===== config.mk =====
export PLATFORM = sky130hd
export DESIGN_NAME = baseline_subtracted_pulse_area
export DESIGN_NICKNAME = d
export VERILOG_FILES = /design/src/rtl/bspa_pkg.sv /design/src/rtl/bspa_ctrl.sv /design/src/rtl/bspa_dp.sv /design/src/rtl/baseline_subtracted_pulse_area.sv
export SDC_FILE = /design/constraint.sdc
export NUM_CORES = 2
export LEC_CHECK = 0
export ABC_AREA = 0
export BUFFER_PORTS_ARGS = -buffer_cell sky130_fd_sc_hd__buf_2
export CORE_MARGIN = 2
export CORE_UTILIZATION = 30
export CTS_CLUSTER_SIZE = 8
export DETAILED_ROUTE_END_ITERATION = 10
export GPL_TIMING_DRIVEN = 0
export SYNTH_ARGS = -nofsm -noshare
export SYNTH_HDL_FRONTEND = slang
export SYNTH_HIERARCHICAL = 1
export SYNTH_SLANG_ARGS = --single-unit

===== constraint.sdc =====
create_clock -name clk -period 9.1 [get_ports clk]
set_input_delay 0 -clock clk [delete_from_list [all_inputs] [get_ports clk]]
set_output_delay 0 -clock clk [all_outputs]
set_load 0.02 [all_outputs]

===== src/rtl/bspa_pkg.sv =====
package bspa_pkg;

  localparam int TIME_W      = 24;
  localparam int SAMPLE_W    = 14;
  localparam int AREA_W      = 48;
  localparam int COUNT_OUT_W = 11;
  localparam int STATUS_W    = 2;
  localparam int FRAC_BITS   = 8;
  localparam int NUM_CH      = 3;
  localparam int CH_W        = 2;

  localparam int MAX_SAMPLES_DEF = 1024;

  localparam logic [TIME_W-1:0] LIMIT_RESET = TIME_W'(4000);

  typedef enum logic [STATUS_W-1:0] {
    ST_OK    = 2'd0,
    ST_EMPTY = 2'd1,
    ST_OVF   = 2'd2
  } status_t;

  // controller to datapath
  typedef struct packed {
    logic            accept;
    logic            snap;
    logic            prod;
    logic            diff;
    logic            mul_step;
    logic            div_step;
    logic            store;
    logic            load_out;
    logic            clear;
    logic [CH_W-1:0] chan;
  } bspa_cmd_t;

  // datapath to controller
  typedef struct packed {
    logic ok;
  } bspa_stat_t;

  // sample counter width, able to hold the maximum itself
  function automatic int cnt_w(int max_samples);
    return $clog2(max_samples + 1);
  endfunction

  // running sum width
  function automatic int sum_w(int max_samples);
    return SAMPLE_W + $clog2(max_samples);
  endfunction

  // count times sum product width
  function automatic int prod_w(int max_samples);
    return cnt_w(max_samples) + sum_w(max_samples) + 1;
  endfunction

  // difference of products, magnitude width
  function automatic int mag_w(int max_samples);
    return prod_w(max_samples) + 1;
  endfunction

  // scaled numerator width
  function automatic int num_w(int max_samples);
    return mag_w(max_samples) + TIME_W + FRAC_BITS;
  endfunction

endpackage


===== src/rtl/bspa_ctrl.sv =====
module bspa_ctrl
  import bspa_pkg::*;
#(
  parameter int MAX_SAMPLES = MAX_SAMPLES_DEF
) (
  input  logic       clk,
  input  logic       rst_n,
  input  logic       in_valid,
  input  logic       in_last_sample,
  output logic       in_ready,
  input  logic       out_ready,
  output logic       out_valid,
  input  bspa_stat_t stat,
  output bspa_cmd_t  cmd
);

  localparam int NW        = num_w(MAX_SAMPLES);
  localparam int MUL_STEPS = TIME_W + FRAC_BITS;
  localparam int SCW       = $clog2(NW);

  localparam logic [SCW-1:0]  MUL_LAST = SCW'(MUL_STEPS - 1);
  localparam logic [SCW-1:0]  DIV_LAST = SCW'(NW - 1);
  localparam logic [CH_W-1:0] CH_LAST  = CH_W'(NUM_CH - 1);

  typedef enum logic [2:0] {
    S_ACCUM,
    S_PROD,
    S_DIFF,
    S_MUL,
    S_DIV,
    S_STORE,
    S_FINISH
  } state_t;

  state_t          state_r, state_nxt;
  logic [CH_W-1:0] chan_r, chan_nxt;
  logic [SCW-1:0]  step_r, step_nxt;
  logic            out_valid_r, out_valid_nxt;
  logic            accept;
  logic            out_free;

  assign in_ready  = (state_r == S_ACCUM);
  assign out_valid = out_valid_r;
  assign accept    = in_valid && in_ready;
  assign out_free  = !out_valid_r || out_ready;

  always_comb begin
    state_nxt     = state_r;
    chan_nxt      = chan_r;
    step_nxt      = step_r;
    out_valid_nxt = out_valid_r;
    cmd           = '0;
    cmd.chan      = chan_r;
    cmd.accept    = accept;

    if (out_valid_r && out_ready) begin
      out_valid_nxt = 1'b0;
    end

    unique case (state_r)
      S_ACCUM: begin
        if (accept && in_last_sample) begin
          cmd.snap  = 1'b1;
          chan_nxt  = '0;
          state_nxt = S_PROD;
        end
      end
      S_PROD: begin
        cmd.prod  = 1'b1;
        state_nxt = stat.ok ? S_DIFF : S_FINISH;
      end
      S_DIFF: begin
        cmd.diff  = 1'b1;
        step_nxt  = '0;
        state_nxt = S_MUL;
      end
      S_MUL: begin
        cmd.mul_step = 1'b1;
        if (step_r == MUL_LAST) begin
          step_nxt  = '0;
          state_nxt = S_DIV;
        end else begin
          step_nxt = step_r + 1'b1;
        end
      end
      S_DIV: begin
        cmd.div_step = 1'b1;
        if (step_r == DIV_LAST) begin
          step_nxt  = '0;
          state_nxt = S_STORE;
        end else begin
          step_nxt = step_r + 1'b1;
        end
      end
      S_STORE: begin
        cmd.store = 1'b1;
        if (chan_r == CH_LAST) begin
          state_nxt = S_FINISH;
        end else begin
          chan_nxt  = chan_r + 1'b1;
          state_nxt = S_PROD;
        end
      end
      S_FINISH: begin
        // hold until the output register is free
        if (out_free) begin
          cmd.load_out  = 1'b1;
          cmd.clear     = 1'b1;
          out_valid_nxt = 1'b1;
          chan_nxt      = '0;
          state_nxt     = S_ACCUM;
        end
      end
      default: begin
        state_nxt = S_ACCUM;
      end
    endcase
  end

  always_ff @(posedge clk) begin
    if (!rst_n) begin
      state_r     <= S_ACCUM;
      chan_r      <= '0;
      step_r      <= '0;
      out_valid_r <= 1'b0;
    end else begin
      state_r     <= state_nxt;
      chan_r      <= chan_nxt;
      step_r      <= step_nxt;
      out_valid_r <= out_valid_nxt;
    end
  end

endmodule


===== src/rtl/bspa_dp.sv =====
module bspa_dp
  import bspa_pkg::*;
#(
  parameter int MAX_SAMPLES = MAX_SAMPLES_DEF
) (
  input  logic                       clk,
  input  logic                       rst_n,
  input  logic                       cfg_we,
  input  logic [TIME_W-1:0]          cfg_limit,
  input  logic [TIME_W-1:0]          in_time_stamp,
  input  logic signed [SAMPLE_W-1:0] in_sample_a,
  input  logic signed [SAMPLE_W-1:0] in_sample_b,
  input  logic signed [SAMPLE_W-1:0] in_sample_c,
  input  bspa_cmd_t                  cmd,
  output bspa_stat_t                 stat,
  output logic signed [AREA_W-1:0]   out_area_a,
  output logic signed [AREA_W-1:0]   out_area_b,
  output logic signed [AREA_W-1:0]   out_area_c,
  output logic [COUNT_OUT_W-1:0]     out_baseline_count,
  output logic [COUNT_OUT_W-1:0]     out_sample_count,
  output logic [STATUS_W-1:0]        out_status
);

  localparam int CW   = cnt_w(MAX_SAMPLES);
  localparam int SW   = sum_w(MAX_SAMPLES);
  localparam int PRW  = prod_w(MAX_SAMPLES);
  localparam int DW   = mag_w(MAX_SAMPLES);
  localparam int NW   = num_w(MAX_SAMPLES);
  localparam int MW   = TIME_W + FRAC_BITS;
  localparam int DENW = 2 * CW;

  localparam logic [CW-1:0] MAX_CNT = CW'(MAX_SAMPLES);

  // configuration
  logic [TIME_W-1:0] limit_r;

  // accumulation
  logic [TIME_W-1:0]    first_r, first_nxt;
  logic                 inbase_r, inbase_nxt;
  logic signed [SW-1:0] bsum_r [NUM_CH];
  logic signed [SW-1:0] bsum_nxt [NUM_CH];
  logic signed [SW-1:0] tsum_r [NUM_CH];
  logic signed [SW-1:0] tsum_nxt [NUM_CH];
  logic [CW-1:0]        nb_r, nb_nxt;
  logic [CW-1:0]        n_r, n_nxt;
  logic                 ovf_r, ovf_nxt;
  logic signed [SW-1:0] samp [NUM_CH];

  // area computation
  logic [TIME_W-1:0]     ta_r, ta_nxt;
  logic                  tneg_r, tneg_nxt;
  status_t               status_r, status_nxt;
  logic signed [PRW-1:0] p1_r, p1_nxt;
  logic signed [PRW-1:0] p2_r, p2_nxt;
  logic [DENW-1:0]       den_r, den_nxt;
  logic [DW-1:0]         da_r, da_nxt;
  logic                  dneg_r, dneg_nxt;
  logic [MW-1:0]         mq_r, mq_nxt;
  logic [NW-1:0]         nq_r, nq_nxt;
  logic [DENW-1:0]       rem_r, rem_nxt;
  logic [AREA_W-1:0]     area_r [NUM_CH];
  logic [AREA_W-1:0]     area_nxt [NUM_CH];

  // output register
  logic [AREA_W-1:0]      oarea_r [NUM_CH];
  logic [COUNT_OUT_W-1:0] onb_r;
  logic [COUNT_OUT_W-1:0] on_r;
  status_t                ostatus_r;

  // combinational helpers
  logic signed [PRW-1:0] nb_ext, n_ext, tsum_ext, bsum_ext;
  logic signed [DW-1:0]  dnum;
  logic [DENW:0]         rem_sh;
  logic                  rem_ge;
  logic [AREA_W-1:0]     quot;
  logic [CW+COUNT_OUT_W-1:0] nb_wide, n_wide;

  assign samp[0] = SW'(in_sample_a);
  assign samp[1] = SW'(in_sample_b);
  assign samp[2] = SW'(in_sample_c);

  assign stat.ok = (status_r == ST_OK);

  // waveform accumulation
  always_comb begin
    first_nxt  = first_r;
    inbase_nxt = inbase_r;
    bsum_nxt   = bsum_r;
    tsum_nxt   = tsum_r;
    nb_nxt     = nb_r;
    n_nxt      = n_r;
    ovf_nxt    = ovf_r;

    if (cmd.accept) begin
      if (n_r == MAX_CNT) begin
        ovf_nxt = 1'b1;
      end else begin
        if (n_r == '0) begin
          first_nxt = in_time_stamp;
        end
        if (inbase_r && (in_time_stamp < limit_r)) begin
          for (int c = 0; c < NUM_CH; c++) begin
            bsum_nxt[c] = bsum_r[c] + samp[c];
          end
          nb_nxt = nb_r + 1'b1;
        end else begin
          inbase_nxt = 1'b0;
        end
        for (int c = 0; c < NUM_CH; c++) begin
          tsum_nxt[c] = tsum_r[c] + samp[c];
        end
        n_nxt = n_r + 1'b1;
      end
    end

    if (cmd.clear) begin
      first_nxt  = '0;
      inbase_nxt = 1'b1;
      for (int c = 0; c < NUM_CH; c++) begin
        bsum_nxt[c] = '0;
        tsum_nxt[c] = '0;
      end
      nb_nxt  = '0;
      n_nxt   = '0;
      ovf_nxt = 1'b0;
    end
  end

  // shared multiply and divide unit
  always_comb begin
    ta_nxt     = ta_r;
    tneg_nxt   = tneg_r;
    status_nxt = status_r;
    p1_nxt     = p1_r;
    p2_nxt     = p2_r;
    den_nxt    = den_r;
    da_nxt     = da_r;
    dneg_nxt   = dneg_r;
    mq_nxt     = mq_r;
    nq_nxt     = nq_r;
    rem_nxt    = rem_r;
    area_nxt   = area_r;

    nb_ext   = PRW'(signed'({1'b0, nb_r}));
    n_ext    = PRW'(signed'({1'b0, n_r}));
    tsum_ext = PRW'(tsum_r[cmd.chan]);
    bsum_ext = PRW'(bsum_r[cmd.chan]);
    dnum     = DW'(p1_r) - DW'(p2_r);
    rem_sh   = {rem_r, nq_r[NW-1]};
    rem_ge   = (rem_sh >= {1'b0, den_r});
    quot     = nq_r[AREA_W-1:0];

    if (cmd.snap) begin
      // time difference taken against the updated first time stamp
      tneg_nxt = (in_time_stamp < first_nxt);
      ta_nxt   = tneg_nxt ? (first_nxt - in_time_stamp) : (in_time_stamp - first_nxt);
      if (ovf_nxt) begin
        status_nxt = ST_OVF;
      end else if (nb_nxt == '0) begin
        status_nxt = ST_EMPTY;
      end else begin
        status_nxt = ST_OK;
      end
      for (int c = 0; c < NUM_CH; c++) begin
        area_nxt[c] = '0;
      end
    end

    if (cmd.prod) begin
      p1_nxt = nb_ext * tsum_ext;
      p2_nxt = n_ext * bsum_ext;
    end

    if (cmd.diff) begin
      dneg_nxt = dnum[DW-1];
      da_nxt   = dneg_nxt ? DW'(-dnum) : DW'(dnum);
      den_nxt  = DENW'(n_r) * DENW'(nb_r);
      mq_nxt   = {ta_r, FRAC_BITS'(0)};
      nq_nxt   = '0;
      rem_nxt  = '0;
    end

    if (cmd.mul_step) begin
      // shift and add, multiplier MSB first
      nq_nxt = {nq_r[NW-2:0], 1'b0} + (mq_r[MW-1] ? NW'(da_r) : NW'(0));
      mq_nxt = {mq_r[MW-2:0], 1'b0};
    end

    if (cmd.div_step) begin
      // restoring division, quotient bits shift in behind the numerator
      rem_nxt = rem_ge ? DENW'(rem_sh - {1'b0, den_r}) : rem_sh[DENW-1:0];
      nq_nxt  = {nq_r[NW-2:0], rem_ge};
    end

    if (cmd.store) begin
      area_nxt[cmd.chan] = (tneg_r ^ dneg_r) ? (AREA_W'(0) - quot) : quot;
    end
  end

  assign nb_wide = {COUNT_OUT_W'(0), nb_r};
  assign n_wide  = {COUNT_OUT_W'(0), n_r};

  always_ff @(posedge clk) begin
    if (!rst_n) begin
      limit_r  <= LIMIT_RESET;
      first_r  <= '0;
      inbase_r <= 1'b1;
      for (int c = 0; c < NUM_CH; c++) begin
        bsum_r[c] <= '0;
        tsum_r[c] <= '0;
      end
      nb_r     <= '0;
      n_r      <= '0;
      ovf_r    <= 1'b0;
      status_r <= ST_OK;
    end else begin
      if (cfg_we) begin
        limit_r <= cfg_limit;
      end
      first_r  <= first_nxt;
      inbase_r <= inbase_nxt;
      bsum_r   <= bsum_nxt;
      tsum_r   <= tsum_nxt;
      nb_r     <= nb_nxt;
      n_r      <= n_nxt;
      ovf_r    <= ovf_nxt;
      status_r <= status_nxt;
    end
  end

  always_ff @(posedge clk) begin
    ta_r   <= ta_nxt;
    tneg_r <= tneg_nxt;
    p1_r   <= p1_nxt;
    p2_r   <= p2_nxt;
    den_r  <= den_nxt;
    da_r   <= da_nxt;
    dneg_r <= dneg_nxt;
    mq_r   <= mq_nxt;
    nq_r   <= nq_nxt;
    rem_r  <= rem_nxt;
    area_r <= area_nxt;
    if (cmd.load_out) begin
      oarea_r   <= area_r;
      onb_r     <= nb_wide[COUNT_OUT_W-1:0];
      on_r      <= n_wide[COUNT_OUT_W-1:0];
      ostatus_r <= status_r;
    end
  end

  assign out_area_a         = oarea_r[0];
  assign out_area_b         = oarea_r[1];
  assign out_area_c         = oarea_r[2];
  assign out_baseline_count = onb_r;
  assign out_sample_count   = on_r;
  assign out_status         = ostatus_r;

endmodule


===== src/rtl/baseline_subtracted_pulse_area.sv =====
// Baseline-subtracted pulse area for a three-channel digitised waveform. Samples are taken
// one per clock while in_ready is high; the leading samples whose time stamp lies below
// cfg_baseline_time_limit form the baseline. The sample marked last ends the waveform,
// after which in_ready drops while one shared shift-and-add multiplier and restoring
// divider work through the three channels in turn, and stays low while the previous result
// is still held in the output register. A flagged waveform skips the arithmetic and goes
// straight to that wait. The finished result then sits in that register until taken, and
// the next waveform may stream in meanwhile. Status 1 (empty baseline) and 2 (more than
// MAX_SAMPLES samples; extra samples are dropped) give zero areas. Write the limit only
// while no waveform is in progress.
module baseline_subtracted_pulse_area
  import bspa_pkg::*;
#(
  parameter int MAX_SAMPLES = MAX_SAMPLES_DEF
) (
  input  logic                       clk,
  input  logic                       rst_n,
  input  logic                       cfg_valid,
  output logic                       cfg_ready,
  input  logic [TIME_W-1:0]          cfg_baseline_time_limit,
  input  logic                       in_valid,
  output logic                       in_ready,
  input  logic [TIME_W-1:0]          in_time_stamp,
  input  logic signed [SAMPLE_W-1:0] in_sample_a,
  input  logic signed [SAMPLE_W-1:0] in_sample_b,
  input  logic signed [SAMPLE_W-1:0] in_sample_c,
  input  logic                       in_last_sample,
  output logic                       out_valid,
  input  logic                       out_ready,
  output logic signed [AREA_W-1:0]   out_area_a,
  output logic signed [AREA_W-1:0]   out_area_b,
  output logic signed [AREA_W-1:0]   out_area_c,
  output logic [COUNT_OUT_W-1:0]     out_baseline_count,
  output logic [COUNT_OUT_W-1:0]     out_sample_count,
  output logic [STATUS_W-1:0]        out_status
);

  bspa_cmd_t  cmd;
  bspa_stat_t stat;

  assign cfg_ready = 1'b1;

  bspa_ctrl #(
    .MAX_SAMPLES (MAX_SAMPLES)
  ) u_ctrl (
    .clk            (clk),
    .rst_n          (rst_n),
    .in_valid       (in_valid),
    .in_last_sample (in_last_sample),
    .in_ready       (in_ready),
    .out_ready      (out_ready),
    .out_valid      (out_valid),
    .stat           (stat),
    .cmd            (cmd)
  );

  bspa_dp #(
    .MAX_SAMPLES (MAX_SAMPLES)
  ) u_dp (
    .clk                (clk),
    .rst_n              (rst_n),
    .cfg_we             (cfg_valid && cfg_ready),
    .cfg_limit          (cfg_baseline_time_limit),
    .in_time_stamp      (in_time_stamp),
    .in_sample_a        (in_sample_a),
    .in_sample_b        (in_sample_b),
    .in_sample_c        (in_sample_c),
    .cmd                (cmd),
    .stat               (stat),
    .out_area_a         (out_area_a),
    .out_area_b         (out_area_b),
    .out_area_c         (out_area_c),
    .out_baseline_count (out_baseline_count),
    .out_sample_count   (out_sample_count),
    .out_status         (out_status)
  );

  // a flagged waveform never carries an area
  a_flag_zero_area: assert property (@(posedge clk) disable iff (!rst_n)
    out_valid && (out_status != ST_OK) |->
      (out_area_a == '0) && (out_area_b == '0) && (out_area_c == '0))
    else $error("flagged result with non-zero area");

  // the last sample of a waveform starts the area computation
  a_last_blocks_input: assert property (@(posedge clk) disable iff (!rst_n)
    in_valid && in_ready && in_last_sample |=> !in_ready)
    else $error("input still open after last sample");

  // the arithmetic unit never runs while samples stream in
  a_no_overlap: assert property (@(posedge clk) disable iff (!rst_n)
    in_ready |-> !(cmd.mul_step || cmd.div_step || cmd.load_out || cmd.store))
    else $error("arithmetic active while input open");

  // a result is only loaded together with the clear of its accumulators
  a_load_clears: assert property (@(posedge clk) disable iff (!rst_n)
    cmd.load_out |-> cmd.clear)
    else $error("result loaded without clearing the waveform");

endmodule


# Word-level counts from Yosys, hierarchy flattened
# Cells that the tools add are included.
# word_totals
regBits	815
in_bits	96
output_inout_bits	171
wordCells	167
# classes
n_addsub	17
mul	3
magnitude_cmp	5
eq_ne	15
muxes	62
n_bitwise	5
reduce_logical	22
# op_table
op	count
144-bit 2-to-1 mux	2
24-bit 2-to-1 mux	9
69-bit 2-to-1 mux	3
24-bit by 14-bit adder with 24-bit output	6
144-bit bitwise mux	1
24-bit binary-select mux with 2-bit select	2
48-bit demux with 2-bit select	1
48-bit 2-to-1 mux	2
12-bit by 24-bit multiplier with 36-bit output	2
69-bit adder	1
22-bit 2-to-1 mux	3
32-bit 2-to-1 mux	2
24-bit < comparator	2
1-bit by 48-bit subtractor with 48-bit output (first input constant)	1
24-bit subtractor	2
11-bit 2-to-1 mux	4
37-bit 2-to-1 mux	1
37-bit negator	1
36-bit by 36-bit subtractor with 37-bit output	1
36-bit 2-to-1 mux	1
23-bit by 22-bit greater-or-equal comparator with 1-bit output	1
11-bit by 1-bit adder with 11-bit output (second input constant)	2
11-bit zero test	2
11-bit by 11-bit multiplier with 22-bit output	1
35 further kinds	76

# Logic depth before layout (Yosys ltp)
# depth
word_depth	9
ltp_mapped	31
depth_no_buf	27

# Cells and area by module
# Netlist, hierarchy kept.
# modules_own_cells
module	instances	cells_each	area_each_um2	seq_area_each_um2
bspa_dp	1	7251	66963.0	20459.6
bspa_ctrl	1	117	957.2	260.2
baseline_subtracted_pulse_area	1	2	11.3	0.0

# Worst setup path after synthesis
# No wires, ideal clock.
# synth_timing
path_kind	register to register
start	reg u_ctrl.chan_r[0]
end	reg u_dp.p2_r[35] (data pin)
setup_time_ns	0.260
t_arrival_ns	6.897
required_time_ns	8.840
setup_slack_ns	1.943
stages_incl_launch_ff	27
path_buffers	4
period_less_slack_ns	7.157
path_cell_list	dfxtp_1 -> clkbuf_1 -> buf_1 -> buf_1 -> mux2i_1 -> o21ai_0 -> clkbuf_1 -> and2_1 -> fa_1 -> fa_1 -> fa_1 -> fa_1 -> inv_1 -> fa_1 -> inv_1 -> ha_1 -> a21o_1 -> a211o_1 -> o221ai_1 -> a21boi_0 -> o21ai_0 -> a211o_1 -> a311o_1 -> a31oi_1 -> a21o_1 -> a21oi_1 -> xnor2_1
# synth_between
elab_chain_len	5
# synth_rtl
element	line_no	rtl
from (decl)	bspa_ctrl.sv:36	logic [CH_W-1:0] chan_r, chan_nxt;
from (signal assigned)	bspa_ctrl.sv:128	chan_r <= chan_nxt;
2-bit inverter with 3-bit output (not written as such)	bspa_dp.sv:147	bsum_ext = PRW'(bsum_r[cmd.chan]);
24-bit binary-select mux with 2-bit select	bspa_dp.sv:147	
24-bit 2-to-1 mux (not written as such) (2 in a row)	bspa_dp.sv:147	
12-bit by 24-bit multiplier with 36-bit output	bspa_dp.sv:171	p2_nxt = n_ext * bsum_ext;
to (signal assigned)	bspa_dp.sv:235	p2_r <= p2_nxt;
to (decl)	bspa_dp.sv:54	logic signed [PRW-1:0] p2_r, p2_nxt;
# No other way between the ends. The select of a mux whose other input is x is not followed.
# A chain may end at the register's enable or synchronous reset.

# Worst setup path after layout
# layout_timing
start	reg u_ctrl.chan_r[1]
end	reg u_dp.p2_r[34] (data pin)
# The elaborated chain is that of the path after synthesis.

==> metrics.txt <==
Initial Util 30.2%; commonest non-fill, non-tap cell in the layout inv_1; First-pass DRT Iterations 6; Final Critical Period 8.75 ns; critical path type reg -> reg; drt wl/cell 18.8 um; sequential area share after synthesis 30.5%; Worst-path clk slew 0.06 ns; vias in the first global route 54100; pin count of the biggest net entering global routing 113; Detail Route Antenna Nets 0; Synth Register Bits 815; vias per cell 4.94; worst-skew pair later-pin latency 0.79 ns; CTS tree done; Final period util 96.1%; grt ovf 0; Crit path arrival time 9.25 ns; post-route DRC violation count 0; first-pass GRT wire length 316000 um; critical path endpoint category flop; io pins 267; VDD IR max 0.191 mV; commonest non-fill, non-tap cells in the layout inv_1, nand2_1, fa_1; Static Leak 33.7 nW; syn_nets 8549; placer congestion estimate 0.907; Synth cell types 105; Worst Tran Pin Value 1.27 ns; buffers added on ports 264; Final Core Density 34.7%; fraction of layout cells with a size suffix above 1 6.65%; Slew Viols, Final 0; fin nets 9074; Final setup violation count 0; Final HPWL DP 163000 um; clock sink count 815; Clock Skew 0.0918 ns; area of the core 0.225 mm2; HP Class in -> reg; initial drt markers 4125; Gate Count Post-Synth 7370; Setup WS pre-CTS -1.11 ns; cts bufs inserted 115; Max clock buf depth 3; Root Buffer clkbuf_16; yosys warns 6; chip height 480 um; Final TNS setup 0 ns; FP Rows 174; Max-slew headroom 14.3%; Global Route Usage Sum 17.5%; H-tree depth 3; crit path setup slack, layout 0.354 ns; initial antenna violation count 11; Avg Cell Area, Syn 9.22 um2; startpoint types flop; Pwr per Cell Area 228 mW/mm2; status finished clean; Crit path required time 9.60 ns; final hold viol count 0; Max Cap Viol 0; DIE AREA 0.230 mm2; total number of vias 54100; highest clock rate 114 MHz; RSZ-0062 raised after global routing no; Post-synth EDFFs 440; Area Overhead vs Synth 14.9%; die width 480 um; Final Routed Wirelength 206000 um; Critical Path Fanout Max 10; ys async rst share 0%; mapped cell area 0.0679 mm2; Post-synth top flop edfxtp_1
flip-flops by register name (all words and copies together) (netlist names), 7 cells and up:
signal                   count
u_dp/nq_r                   69
u_dp/n_r                    11
u_dp/p2_r                   36
u_dp/p1_r                   36
u_dp/limit_r                24
u_dp/out_area_c             48
u_dp/bsum_r                 72
u_dp/tsum_r                 72
u_dp/den_r                  22
u_dp/out_area_b             48
u_dp/out_baseline_count     11
u_dp/ta_r                   24
u_dp/da_r                   37
u_ctrl/step_r                7
u_dp/area_r                144
u_dp/first_r                24
u_dp/rem_r                  22
u_dp/nb_r                   11
u_dp/out_area_a             48
u_dp/out_sample_count       11
u_dp/mq_r                   24
final cells by class:
type	instances	area, um2
fill	22800	147000
multi-input combinational	5247	42300
sequential	815	20700
tap	2992	3740
inverter	963	3610
clock buffer	180	3210
timing repair buffer	408	2810
buffer	345	1370
clock inverter	10	278
antenna	6	15.0
worst max-delay path, stage by stage (launching register included):
cell and delay, ns:
dfxtp_1 0.64, clkbuf_2 0.37, nor2b_1 0.27, clkbuf_1 0.51, nand2_1 0.12, o21ai_1 0.48
clkbuf_1 0.49, and2_1 0.25, fa_1 0.43, ha_1 0.24, fa_1 0.53, inv_1 0.05
fa_1 0.46, fa_1 0.54, inv_1 0.04, ha_1 0.31, o21ai_0 0.15, a21boi_0 0.39
o211ai_1 0.14, a211oi_1 0.32, o21ai_0 0.29, o311ai_1 0.48, nand2_1 0.17, o211ai_1 0.26
a31o_2 0.19, a21oi_1 0.07, xnor2_1 0.33
layer usage:
metal | global-route usage [%] | vias to the layer above | part of all wire [%]
li1 | - | 25600 | -
met1 | 23.6 | 26400 | 45
met2 | 28.2 | 1728 | 45
met3 | 2.91 | 323 | 6.3
met4 | 6.03 | 10 | 3.3
met5 | 0 | - | 0.036
cell usage after synthesis, drive strengths merged, types with 30 or more instances:
library cell | instances | area [um2]
xor2 | 147 | 1290
fa | 557 | 11200
nor2b | 58 | 363
a31oi | 33 | 206
dfxtp | 375 | 7510
nand4 | 36 | 225
nand3 | 106 | 531
o21bai | 52 | 390
nand2 | 848 | 3190
a22o | 31 | 272
o21ai | 434 | 2180
nand2b | 51 | 322
a211oi | 40 | 315
and2 | 291 | 1820
clkbuf | 315 | 1190
and3 | 45 | 282
inv | 962 | 3610
nor2 | 398 | 1500
nor3 | 84 | 425
a21oi | 420 | 2110
xnor2 | 259 | 2270
o21a | 51 | 383
edfxtp | 440 | 13200
buf | 30 | 149
or3 | 41 | 257
a21o | 132 | 991
ha | 526 | 6580
nand3b | 159 | 1190
mux2i | 127 | 1270
power by group:
group | switching, mW | total (mW) | internal [mW]
clock | 1.71 | 4.18 | 2.46
sequential | 0.626 | 5.62 | 4.99
combinational | 5.03 | 8.02 | 2.99
repair_timing:
| item | CTS | global route |
|---|---|---|
| hold endpoints to repair | 151 | 0 |
| buffers inserted | 0 | 0 |
| hold buffers | 140 | 0 |
| gates cloned | 0 | 0 |
| endpoints found under the setup margin | 34 | 27 |
| gates resized for setup | 21 | 17 |
logic make-up (layout without fill, tap and decap cells):
family	Yosys count	in the layout	share of synthesized area, %
buf+inv	1308	1906	7.29
fa+ha+maj	1083	1083	26.1
xor+xnor	406	406	5.23
mux	155	155	2.34
other cells	1	7	0.00552
compound gates	1394	1394	12.6
simple gates	2208	2208	15.9
flops	815	815	30.5
worst paths after layout:
kind / cells after the start / slack (ns) / start / end
hold reg to reg: 0 / 0.40 / u_dp/area_r[89]$_DFF_P_ / u_dp/out_area_b[41]$_DFFE_PP_
setup / recovery: 26 / 0.35 / u_ctrl/chan_r[1]$_SDFFE_PN0P_ / u_dp/p2_r[34]$_DFFE_PP_
setup reg to reg: 26 / 0.35 / u_ctrl/chan_r[1]$_SDFFE_PN0P_ / u_dp/p2_r[34]$_DFFE_PP_
hold / removal: 4 / 0.09 / in_sample_c[13] / u_dp/bsum_r[23]$_SDFFE_PP0P_
per-stage QoR:
stage          instances  hold WS (ns)  instance area [um2]  power (mW)
6_report           11000        0.0916                78100        17.8
5_1_grt            11000        0.0658                78100        19.0
4_1_cts            11000        0.0222                78000        17.8
3_5_place_dp       10600         0.225                73100        13.5
3_3_place_gp       10600         0.225                73000        13.3
2_1_floorplan       7370         0.130                67900        11.1
Power figures use the tool's default switching activity.
